$ cat config.mk
export PLATFORM = sky130hd
export DESIGN_NAME = adaptive_pedometer
export DESIGN_NICKNAME = d
export VERILOG_FILES = /design/src/rtl/apd_pkg.sv /design/src/rtl/adaptive_pedometer.sv /design/src/rtl/apd_mul.sv /design/src/rtl/apd_sqrt.sv
export SDC_FILE = /design/constraint.sdc
export NUM_CORES = 2
export LEC_CHECK = 0
export ABC_AREA = 1
export BUFFER_PORTS_ARGS = -buffer_cell sky130_fd_sc_hd__buf_2
export CORE_MARGIN = 2
export CORE_UTILIZATION = 45
export CTS_CLUSTER_SIZE = 8
export DETAILED_ROUTE_END_ITERATION = 10
export PLACE_DENSITY = 0.57
export SLEW_MARGIN = 20
export SYNTH_ARGS = -nofsm -noshare
export SYNTH_HDL_FRONTEND = slang
export SYNTH_SLANG_ARGS = --single-unit
$ cat constraint.sdc
create_clock -name clk -period 21.7 [get_ports clk]
set_clock_uncertainty 0.1 [all_clocks]
set_input_delay 5.425 -clock clk [delete_from_list [all_inputs] [get_ports clk]]
set_output_delay 5.425 -clock clk [all_outputs]
set_load 0.02 [all_outputs]
$ cat src/rtl/apd_pkg.sv
// Shared types and constants for the adaptive pedometer.
`timescale 1ns / 1ps
`default_nettype none
package apd_pkg;

  localparam int unsigned RUN_START = 4;
  localparam int unsigned RUN_SAT   = 250;

  localparam int MUL_A_W = 34;
  localparam int MUL_B_W = 17;
  localparam int MUL_P_W = MUL_A_W + MUL_B_W;
  localparam int SQ_IN_W = 35;
  localparam int SQ_RES_W = 17;

  localparam logic [15:0] DECAY_K   = 16'd65208;
  localparam logic [15:0] BLEND_OLD = 16'd45875;
  localparam logic [15:0] BLEND_NEW = 16'd19661;
  localparam logic [31:0] SWING_TIMEOUT = 32'd400;

  typedef enum logic [2:0] {
    CFG_FLOOR    = 3'd0,
    CFG_CEILING  = 3'd1,
    CFG_WEAK     = 3'd2,
    CFG_VIOLENT  = 3'd3,
    CFG_IMIN     = 3'd4,
    CFG_IMAX     = 3'd5,
    CFG_TOL_LO   = 3'd6,
    CFG_TOL_HI   = 3'd7
  } cfg_idx_t;

  typedef enum logic [16:0] {
    ST_IDLE = 17'h00001,
    ST_GX   = 17'h00002,
    ST_GY   = 17'h00004,
    ST_GZ   = 17'h00008,
    ST_LX   = 17'h00010,
    ST_LY   = 17'h00020,
    ST_LZ   = 17'h00040,
    ST_SQS  = 17'h00080,
    ST_SQW  = 17'h00100,
    ST_SM   = 17'h00200,
    ST_RF   = 17'h00400,
    ST_DC   = 17'h00800,
    ST_R1   = 17'h01000,
    ST_R2   = 17'h02000,
    ST_R3   = 17'h04000,
    ST_R4   = 17'h08000,
    ST_FN   = 17'h10000
  } state_t;

endpackage
`default_nettype wire

$ cat src/rtl/adaptive_pedometer.sv
// Adaptive peak-detecting pedometer top level: sequencer, state and configuration.
`timescale 1ns / 1ps
`default_nettype none
// One accelerometer request (three axes, timestamp, sample period) produces one
// result: a counted flag, the running step total and the raw linear magnitude.
// Work is done by a small sequencer around one shared 34x17 multiplier and an
// iterative square root that yields one root bit per cycle. From acceptance to the
// result register a request passes through the gravity tracking, the squares and
// their sum (six multiplier products), the square root, then smoothing, reference
// decay and the cadence products.
// in_stall is high while a request is in work and while a finished result still
// waits on out_stall.
// Configuration writes (cfg_index selects the register in list order) are always
// taken and must be made while the block is idle.
module adaptive_pedometer (
  input  wire               clk,
  input  wire               rst_n,
  input  wire               in_valid,
  output logic              in_stall,
  input  wire signed [15:0] in_accel_x,
  input  wire signed [15:0] in_accel_y,
  input  wire signed [15:0] in_accel_z,
  input  wire        [31:0] in_time_ms,
  input  wire        [7:0]  in_period_ms,
  output logic              out_valid,
  input  wire               out_stall,
  output logic              out_step_counted,
  output logic       [31:0] out_step_total,
  output logic       [15:0] out_motion_magnitude,
  input  wire               cfg_valid,
  output logic              cfg_ready,
  input  wire        [2:0]  cfg_index,
  input  wire        [15:0] cfg_data
);
  import apd_pkg::*;

  state_t state_r, state_nxt;

  // configuration
  logic [14:0] floor_r, ceil_r, weak_r, violent_r;
  logic [15:0] imin_r, imax_r;
  logic [9:0]  tol_lo_r, tol_hi_r;

  // latched request
  logic signed [15:0] ax_r, ay_r, az_r;
  logic [31:0] now_r;
  logic [13:0] ag_r;
  logic [15:0] ad_r;

  // tracker state
  logic signed [31:0] gx_r, gy_r, gz_r;
  logic [31:0] s_r, ref_r, peak_r, spt_r, last_r, avg_r, total_r;
  logic [7:0]  run_r;
  logic        swing_r;

  // scratch
  logic [SQ_IN_W-1:0] acc_r;
  logic [15:0] devs_r;
  logic [31:0] iv_r;
  logic        ev_r;
  logic [41:0] plo_r, phi_r;
  logic [47:0] pa_r;

  // multiplier
  logic signed [MUL_A_W-1:0] mul_a;
  logic signed [MUL_B_W-1:0] mul_b;
  logic signed [MUL_P_W-1:0] prod;
  logic [31:0] prod_sh;

  // square root
  logic sq_done;
  logic [SQ_RES_W-1:0] sq_root;

  apd_mul u_mul (.clk(clk), .a(mul_a), .b(mul_b), .p_r(prod));

  // the z square arrives in the start cycle, so it is summed on the way in
  apd_sqrt u_sqrt (
    .clk(clk), .rst_n(rst_n), .start(state_r == ST_SQS), .din(acc_r + SQ_IN_W'(prod)),
    .done_r(sq_done), .root(sq_root)
  );

  assign prod_sh   = 32'(prod >>> 16);
  assign cfg_ready = 1'b1;
  assign in_stall  = (state_r != ST_IDLE) || out_valid;

  // wide input scaled to Q18.16 and its difference to gravity
  function automatic logic signed [MUL_A_W-1:0] gdiff(input logic signed [15:0] a,
                                                      input logic signed [31:0] g);
    logic signed [MUL_A_W-1:0] w;
    w = {{2{a[15]}}, a, 16'h0000};
    return w - MUL_A_W'(g);
  endfunction

  function automatic logic signed [MUL_B_W-1:0] lin(input logic signed [15:0] a,
                                                    input logic signed [31:0] g);
    logic signed [MUL_A_W-1:0] d;
    d = gdiff(a, g);
    return MUL_B_W'(d >>> 16);
  endfunction

  // operand select for the shared multiplier
  always_comb begin
    mul_a = '0;
    mul_b = '0;
    unique case (state_r)
      ST_GX: begin mul_a = gdiff(ax_r, gx_r); mul_b = MUL_B_W'(ag_r); end
      ST_GY: begin mul_a = gdiff(ay_r, gy_r); mul_b = MUL_B_W'(ag_r); end
      ST_GZ: begin mul_a = gdiff(az_r, gz_r); mul_b = MUL_B_W'(ag_r); end
      ST_LX: begin mul_a = MUL_A_W'(lin(ax_r, gx_r)); mul_b = lin(ax_r, gx_r); end
      ST_LY: begin mul_a = MUL_A_W'(lin(ay_r, gy_r)); mul_b = lin(ay_r, gy_r); end
      ST_LZ: begin mul_a = MUL_A_W'(lin(az_r, gz_r)); mul_b = lin(az_r, gz_r); end
      ST_SM: begin
        mul_a = $signed({2'b00, devs_r, 16'h0000}) - $signed({2'b00, s_r});
        mul_b = MUL_B_W'(ad_r);
      end
      ST_RF: begin mul_a = $signed({2'b00, ref_r}); mul_b = MUL_B_W'(DECAY_K); end
      ST_R1: begin mul_a = $signed({2'b00, avg_r}); mul_b = MUL_B_W'(tol_lo_r); end
      ST_R2: begin mul_a = $signed({2'b00, avg_r}); mul_b = MUL_B_W'(tol_hi_r); end
      ST_R3: begin mul_a = $signed({2'b00, avg_r}); mul_b = MUL_B_W'(BLEND_OLD); end
      ST_R4: begin mul_a = MUL_A_W'(iv_r[15:0]); mul_b = MUL_B_W'(BLEND_NEW); end
      default: ;
    endcase
  end

  // next state
  always_comb begin
    state_nxt = state_r;
    unique case (state_r)
      ST_IDLE: if (in_valid && !in_stall) state_nxt = ST_GX;
      ST_GX:   state_nxt = ST_GY;
      ST_GY:   state_nxt = ST_GZ;
      ST_GZ:   state_nxt = ST_LX;
      ST_LX:   state_nxt = ST_LY;
      ST_LY:   state_nxt = ST_LZ;
      ST_LZ:   state_nxt = ST_SQS;
      ST_SQS:  state_nxt = ST_SQW;
      ST_SQW:  if (sq_done) state_nxt = ST_SM;
      ST_SM:   state_nxt = ST_RF;
      ST_RF:   state_nxt = ST_DC;
      ST_DC:   state_nxt = ST_R1;
      ST_R1:   state_nxt = ST_R2;
      ST_R2:   state_nxt = ST_R3;
      ST_R3:   state_nxt = ST_R4;
      ST_R4:   state_nxt = ST_FN;
      ST_FN:   state_nxt = ST_IDLE;
      default: state_nxt = ST_IDLE;
    endcase
  end

  // reference, threshold and swing decisions for the DC step
  logic [31:0] ref_nxt, thr, valley, peak_nxt, spt_nxt, ceil_w;
  logic        close;
  always_comb begin
    ref_nxt = (s_r > ref_r) ? s_r : prod_sh;
    if (ref_nxt < {1'b0, floor_r, 16'h0000}) ref_nxt = {1'b0, floor_r, 16'h0000};
    ceil_w = {1'b0, ceil_r, 16'h0000};
    thr    = ref_nxt >> 1;
    if (thr > ceil_w) thr = ceil_w;
    valley = thr >> 1;
    peak_nxt = peak_r;
    spt_nxt  = spt_r;
    if (s_r > peak_r) begin
      peak_nxt = s_r;
      spt_nxt  = now_r;
    end
    close = (s_r < valley) || ((now_r - spt_nxt) > SWING_TIMEOUT);
  end

  // cadence gate for the FN step
  logic [55:0] lhs;
  logic [48:0] blend;
  logic [31:0] sat_iv;
  logic [7:0]  run_inc;
  always_comb begin
    lhs    = {iv_r, 24'h000000};
    blend  = 49'(pa_r) + {2'b00, prod[30:0], 16'h0000};
    sat_iv = (iv_r > 32'h0000FFFF) ? 32'hFFFF0000 : {iv_r[15:0], 16'h0000};
    run_inc = (run_r < 8'(RUN_SAT)) ? run_r + 8'd1 : run_r;
  end

  always_ff @(posedge clk) begin
    if (!rst_n) begin
      state_r   <= ST_IDLE;
      out_valid <= 1'b0;
      floor_r   <= 15'd410;
      ceil_r    <= 15'd2048;
      weak_r    <= 15'd614;
      violent_r <= 15'd12288;
      imin_r    <= 16'd250;
      imax_r    <= 16'd2000;
      tol_lo_r  <= 10'd154;
      tol_hi_r  <= 10'd384;
      gx_r <= '0; gy_r <= '0; gz_r <= '0;
      s_r <= '0; ref_r <= '0; peak_r <= '0; spt_r <= '0; last_r <= '0;
      avg_r <= '0; total_r <= '0; run_r <= '0; swing_r <= 1'b0;
      ev_r <= 1'b0;
    end else begin
      state_r <= state_nxt;
      if (out_valid && !out_stall) out_valid <= 1'b0;

      if (cfg_valid && cfg_ready) begin
        unique case (cfg_idx_t'(cfg_index))
          CFG_FLOOR:   floor_r   <= cfg_data[14:0];
          CFG_CEILING: ceil_r    <= cfg_data[14:0];
          CFG_WEAK:    weak_r    <= cfg_data[14:0];
          CFG_VIOLENT: violent_r <= cfg_data[14:0];
          CFG_IMIN:    imin_r    <= cfg_data;
          CFG_IMAX:    imax_r    <= cfg_data;
          CFG_TOL_LO:  tol_lo_r  <= cfg_data[9:0];
          CFG_TOL_HI:  tol_hi_r  <= cfg_data[9:0];
          default: ;
        endcase
      end

      case (state_r)
        ST_IDLE: if (in_valid && !in_stall) begin
          ax_r  <= in_accel_x;
          ay_r  <= in_accel_y;
          az_r  <= in_accel_z;
          now_r <= in_time_ms;
          // coefficients scale with the period, clamped
          ag_r  <= 14'((in_period_ms > 8'd40 ? 8'd40 : in_period_ms) * 14'd131);
          ad_r  <= 16'((in_period_ms > 8'd30 ? 8'd30 : in_period_ms) * 16'd1311);
        end
        ST_GY:  gx_r <= gx_r + prod_sh;
        ST_GZ:  gy_r <= gy_r + prod_sh;
        ST_LX:  gz_r <= gz_r + prod_sh;
        ST_LY:  acc_r <= SQ_IN_W'(prod);
        ST_LZ:  acc_r <= acc_r + SQ_IN_W'(prod);
        ST_SQS: acc_r <= acc_r + SQ_IN_W'(prod);
        ST_SQW: if (sq_done) begin
          devs_r <= (sq_root > SQ_RES_W'(16'hFFFF)) ? 16'hFFFF : sq_root[15:0];
        end
        ST_RF:  s_r <= s_r + prod_sh;
        ST_DC: begin
          ref_r <= ref_nxt;
          ev_r  <= 1'b0;
          iv_r  <= spt_nxt - last_r;
          if (!swing_r) begin
            if (s_r > thr) begin
              swing_r <= 1'b1;
              peak_r  <= s_r;
              spt_r   <= now_r;
            end
          end else begin
            peak_r <= peak_nxt;
            spt_r  <= spt_nxt;
            if (close) begin
              swing_r <= 1'b0;
              if (peak_nxt > {1'b0, violent_r, 16'h0000}) begin
                // violent swing wipes the cadence pattern
                run_r <= '0;
                avg_r <= '0;
              end else if (peak_nxt >= {1'b0, weak_r, 16'h0000}) begin
                ev_r <= 1'b1;
              end
            end
          end
        end
        ST_R2: plo_r <= prod[41:0];
        ST_R3: phi_r <= prod[41:0];
        ST_R4: pa_r  <= prod[47:0];
        ST_FN: begin
          out_valid            <= 1'b1;
          out_motion_magnitude <= devs_r;
          out_step_counted     <= 1'b0;
          out_step_total       <= total_r;
          if (ev_r && iv_r >= {16'h0000, imin_r}) begin
            if (iv_r <= {16'h0000, imax_r}) begin
              if (run_r != 8'd0 && avg_r != 32'd0 &&
                  (lhs < {14'h0, plo_r} || lhs > {14'h0, phi_r})) begin
                // irregular interval restarts the run
                run_r  <= 8'd1;
                avg_r  <= sat_iv;
                last_r <= spt_r;
              end else begin
                avg_r  <= (run_r != 8'd0) ? blend[47:16] : sat_iv;
                run_r  <= run_inc;
                last_r <= spt_r;
                if (run_inc == 8'(RUN_START)) begin
                  // opening run counted at once
                  total_r          <= total_r + 32'(run_inc);
                  out_step_total   <= total_r + 32'(run_inc);
                  out_step_counted <= 1'b1;
                end else if (run_inc > 8'(RUN_START)) begin
                  total_r          <= total_r + 32'd1;
                  out_step_total   <= total_r + 32'd1;
                  out_step_counted <= 1'b1;
                end
              end
            end else begin
              run_r  <= 8'd1;
              avg_r  <= sat_iv;
              last_r <= spt_r;
            end
          end
        end
        default: ;
      endcase
    end
  end

endmodule
`default_nettype wire

$ cat src/rtl/apd_mul.sv
// Shared signed multiplier with registered product.
`timescale 1ns / 1ps
`default_nettype none
module apd_mul (
  input  wire                                    clk,
  input  wire  signed [apd_pkg::MUL_A_W-1:0]     a,
  input  wire  signed [apd_pkg::MUL_B_W-1:0]     b,
  output logic signed [apd_pkg::MUL_P_W-1:0]     p_r
);
  import apd_pkg::*;

  always_ff @(posedge clk) begin
    p_r <= a * b;
  end

endmodule
`default_nettype wire

$ cat src/rtl/apd_sqrt.sv
// Iterative integer square root, one result bit per cycle.
`timescale 1ns / 1ps
`default_nettype none
module apd_sqrt (
  input  wire                              clk,
  input  wire                              rst_n,
  input  wire                              start,
  input  wire  [apd_pkg::SQ_IN_W-1:0]      din,
  output logic                             done_r,
  output logic [apd_pkg::SQ_RES_W-1:0]     root
);
  import apd_pkg::*;

  logic [SQ_IN_W-1:0] v_r, res_r, bit_r;
  logic [SQ_IN_W-1:0] trial;

  assign trial = res_r + bit_r;
  assign root  = res_r[SQ_RES_W-1:0];

  always_ff @(posedge clk) begin
    if (!rst_n) begin
      bit_r  <= '0;
      done_r <= 1'b0;
    end else begin
      done_r <= 1'b0;
      if (start) begin
        v_r   <= din;
        res_r <= '0;
        bit_r <= SQ_IN_W'(64'd1 << 32);
      end else if (bit_r != '0) begin
        if (v_r >= trial) begin
          v_r   <= v_r - trial;
          res_r <= (res_r >> 1) + bit_r;
        end else begin
          res_r <= res_r >> 1;
        end
        bit_r <= bit_r >> 2;
        if (bit_r == SQ_IN_W'(1)) done_r <= 1'b1;
      end
    end
  end

endmodule
`default_nettype wire
==> flow_metrics.py <==
metrics = {
    "synth": {
        "yosys.area.top_type": "edfxtp_1",
        "syn_area_per_cell_um2": 8.040,
        "synth.distinct_cells": 90,
        "synth_cells": 10338,
        "netlist_area_um2": 83120,
        "synth_top_flop_cell": "dfxtp_1",
        "yosysWarnings": 0,
        "ys_ff_latch": 954,
        "yosysSeqAreaShare_pct": 28.13,
        "synth_edf_count": 428,
        "synthArstFlopShare_pct": 0,
        "synthTopCellsByArea": "edfxtp_1 (15%), fa_1 (13%), dfxtp_1 (13%), ha_1 (13%), inv_1 (8.3%)",
        "synth_top_area_share_pct": 15.46,
    },
    "cells_and_area": {
        "instances_no_fill": 13094,
        "syn2layout_area_growth_pct": 9.906,
        "nets": 12007,
        "drive_above_1_share_pct": 6.298,
        "fillers": 17770,
    },
    "worst_setup_path": {
        "reg2reg_to": "u_mul.p_r[47]",
        "timing.rr.start": "state_r[12]",
        "slowest_delay_ns": 0.85,
        "cp-start-kind": "register",
        "crit_arrival_ns": 12.74,
        "worst-path-stages": 46,
        "r2r_cells": 46,
        "startpoint": "state_r[12]",
        "reg2reg_slack_ns": 9.53,
        "cp.required_ns": 22.27,
        "cp_num_buf_inv": 13,
        "criticalPathCategory": "register to register",
        "critical_path.slowest_cell": "inv_1",
        "critPathMaxFanout": 22,
        "critPathCaptureType": "register",
        "crit_family": "adder cells",
        "cpMostUsedCell": "inv_1",
    },
    "route": {
        "viasPerCell": 5.561,
        "drc": 0,
        "routed_wl_um": 292300,
        "drtIter0Drc": 6408,
        "dr_total_vias": 72818,
        "wl_per_cell_um": 22.32,
        "ant_nets": 0,
        "dr.pass1.iters": 9,
    },
    "min_path": {
        "hold_depth": 2,
        "min_to": "weak_r[14]",
        "hold_path_class": "register to register",
        "worstHoldStart": "weak_r[14]",
    },
    "run": {
        "cap_violations": 0,
    },
    "placed_design": {
        "place_hpwl_um": 223700,
        "place_inst": 12830,
        "portBuffers": 162,
        "globalplace.congestion": 1.031,
    },
    "clock_tree": {
        "cts_tree": "done",
        "h-tree-depth": 4,
        "root_buffer": "clkbuf_16",
        "ctsResizeCount": 0,
        "cts.sinks": 954,
        "clkTransAtPathRegs_ns": 0.05,
        "hold_buffers": 0,
        "clockBufferDepth": 3,
        "clk_latency_ns": 0.81,
        "post_cts_buffers": 0,
        "cts_buffers": 140,
    },
    "floorplan": {
        "die_area_um2": 188200,
        "chipHeight_um": 433.8,
        "rows": 157,
        "start_util_pct": 45.35,
        "ios": 164,
        "core_area_um2": 183300,
        "die_w_um": 433.8,
    },
    "pwr": {
        "p_per_area_nw_per_um2": 49.96,
        "peakVddDrop_mv": 0.07855,
        "leakage_nw": 44.05,
    },
    "global_route": {
        "grt_max_degree": 179,
        "grt_antenna_before_repair": 27,
        "groute.usage.overall_pct": 30.96,
        "grt_overflow_total": 0,
        "grt_pass1_wl_um": 437900,
        "grt_pass1_vias": 70311,
    },
    "sta": {
        "setup_violations": 0,
        "rsz0062_at_grt": "no",
        "period_minus_slack_ns": 12.17,
        "maxSlewViolCount": 0,
        "fin_setup_tns_ns": 0,
        "max_slew_margin_pct": 17.41,
        "fin_crit_sh_pct": 56.07,
        "hold_viol": 0,
        "fmax_mhz": 82.18,
        "tightest_slew_ns": 1.239,
    },
    "status": {
        "status": "complete, no violations",
    },
}
## sequential cells by signal (all words and copies together), names as in the netlist, 35 cells and up
register and flops:
u_sqrt.v_r 35, phi_r 42, acc_r 35, plo_r 42
u_sqrt.res_r 35, u_mul.p_r 48
## routing by layer
| layer | part of all wire (%) | vias up | track usage, % |
|---|---|---|---|
| met3 | 7.4 | 549 | 4.623 |
| met2 | 45 | 2732 | 49.19 |
| met1 | 43 | 35080 | 41.75 |
| li1 | - | 34449 | - |
| met5 | 0.018 | - | 0 |
| met4 | 4.7 | 8 | 13.65 |
## cell usage in the layout (no fill, tap or decap), drive strengths merged, types with 20 or more instances in the layout
master,synthesis,layout
diode,0,23
nor4,54,54
nand2,1619,1619
o211ai,101,101
conb,2,32
o221ai,21,21
clkinv,26,39
clkbuf,254,223
a21oi,997,997
nand3,263,263
xor2,282,282
o21ai,830,830
fa,553,553
nor2,802,802
xnor2,149,149
nand4,121,121
a221oi,48,48
buf,51,305
o21bai,38,38
a21boi,22,22
o22ai,33,33
dfxtp,526,526
a211oi,68,68
nor3,106,106
or2,29,29
o31ai,21,21
ha,832,832
inv,1857,1860
edfxtp,428,428
a31oi,47,47
o21a,24,24
a22oi,20,20
## cells by family after synthesis
| family | synth area share [%] |
|---|---|
| simple gates | 15.39 |
| compound gates | 16.02 |
| buf+inv | 10.07 |
| fa+ha+maj | 25.84 |
| flops | 28.13 |
| xor+xnor | 4.541 |
| other cells | 0.009035 |
## synth_stat cells (33+ instances only)
master    instances
a211oi_1         66
a21oi_1         993
a221oi_1         48
a31oi_1          45
clkbuf_1        254
dfxtp_1         526
edfxtp_1        428
fa_1            553
ha_1            832
inv_1          1828
nand2_1        1579
nand2_2          38
nand3_1         251
nand4_1         121
nor2_1          789
nor3_1          102
nor4_1           50
o211ai_1        100
o21ai_0         789
o21bai_1         36
o22ai_1          33
xnor2_1         149
xor2_1          282
## through the flow
step	hold WS (ns)	cell area, um2	utilization [%]	setup slack [ns]	total power, W
2_1_floorplan	0.3029	83230	-	7.560	0.002294
3_3_place_gp	0.3436	87070	47.51	10.06	0.002463
3_5_place_dp	0.3534	87070	47.51	9.914	0.002470
4_1_cts	0.3615	91250	49.79	9.854	0.004600
5_1_grt	0.3808	91300	49.82	8.994	0.004730
6_report	0.3589	91360	49.85	9.532	0.004564
## worst min-delay path, delay by kind of cell, from the launching register on
kind            cells  cell delay, ns
buf+inv             1            0.06
compound gates      1            0.05
flops               1            0.29
## power by group
group	internal [W]	switching, W
clock	0.00123	0.000893
combinational	0.000161	0.000351
sequential	0.00191	0.0000187
## layout make-up
cell class	count	area (um2)	share of cell area, %
Clock buffer	223	3876	4.243
Multi-Input combinational cell	7226	51640	56.53
Inverter	1883	7078	7.748
Antenna cell	23	57.56	0.06300
Sequential cell	954	23380	25.60
Tap cell	2464	3083	3.375
Timing Repair Buffer	305	1939	2.123
Clock inverter	16	297.8	0.3260
## how the worst max path moves through the flow
stage                     to
2_1_floorplan        ad_r[0]
3_3_place_gp   u_mul.p_r[47]
3_5_place_dp   u_mul.p_r[47]
4_1_cts        u_mul.p_r[47]
5_1_grt        u_mul.p_r[47]
6_report       u_mul.p_r[47]
Note: power is estimated with default switching activity, not from simulation.
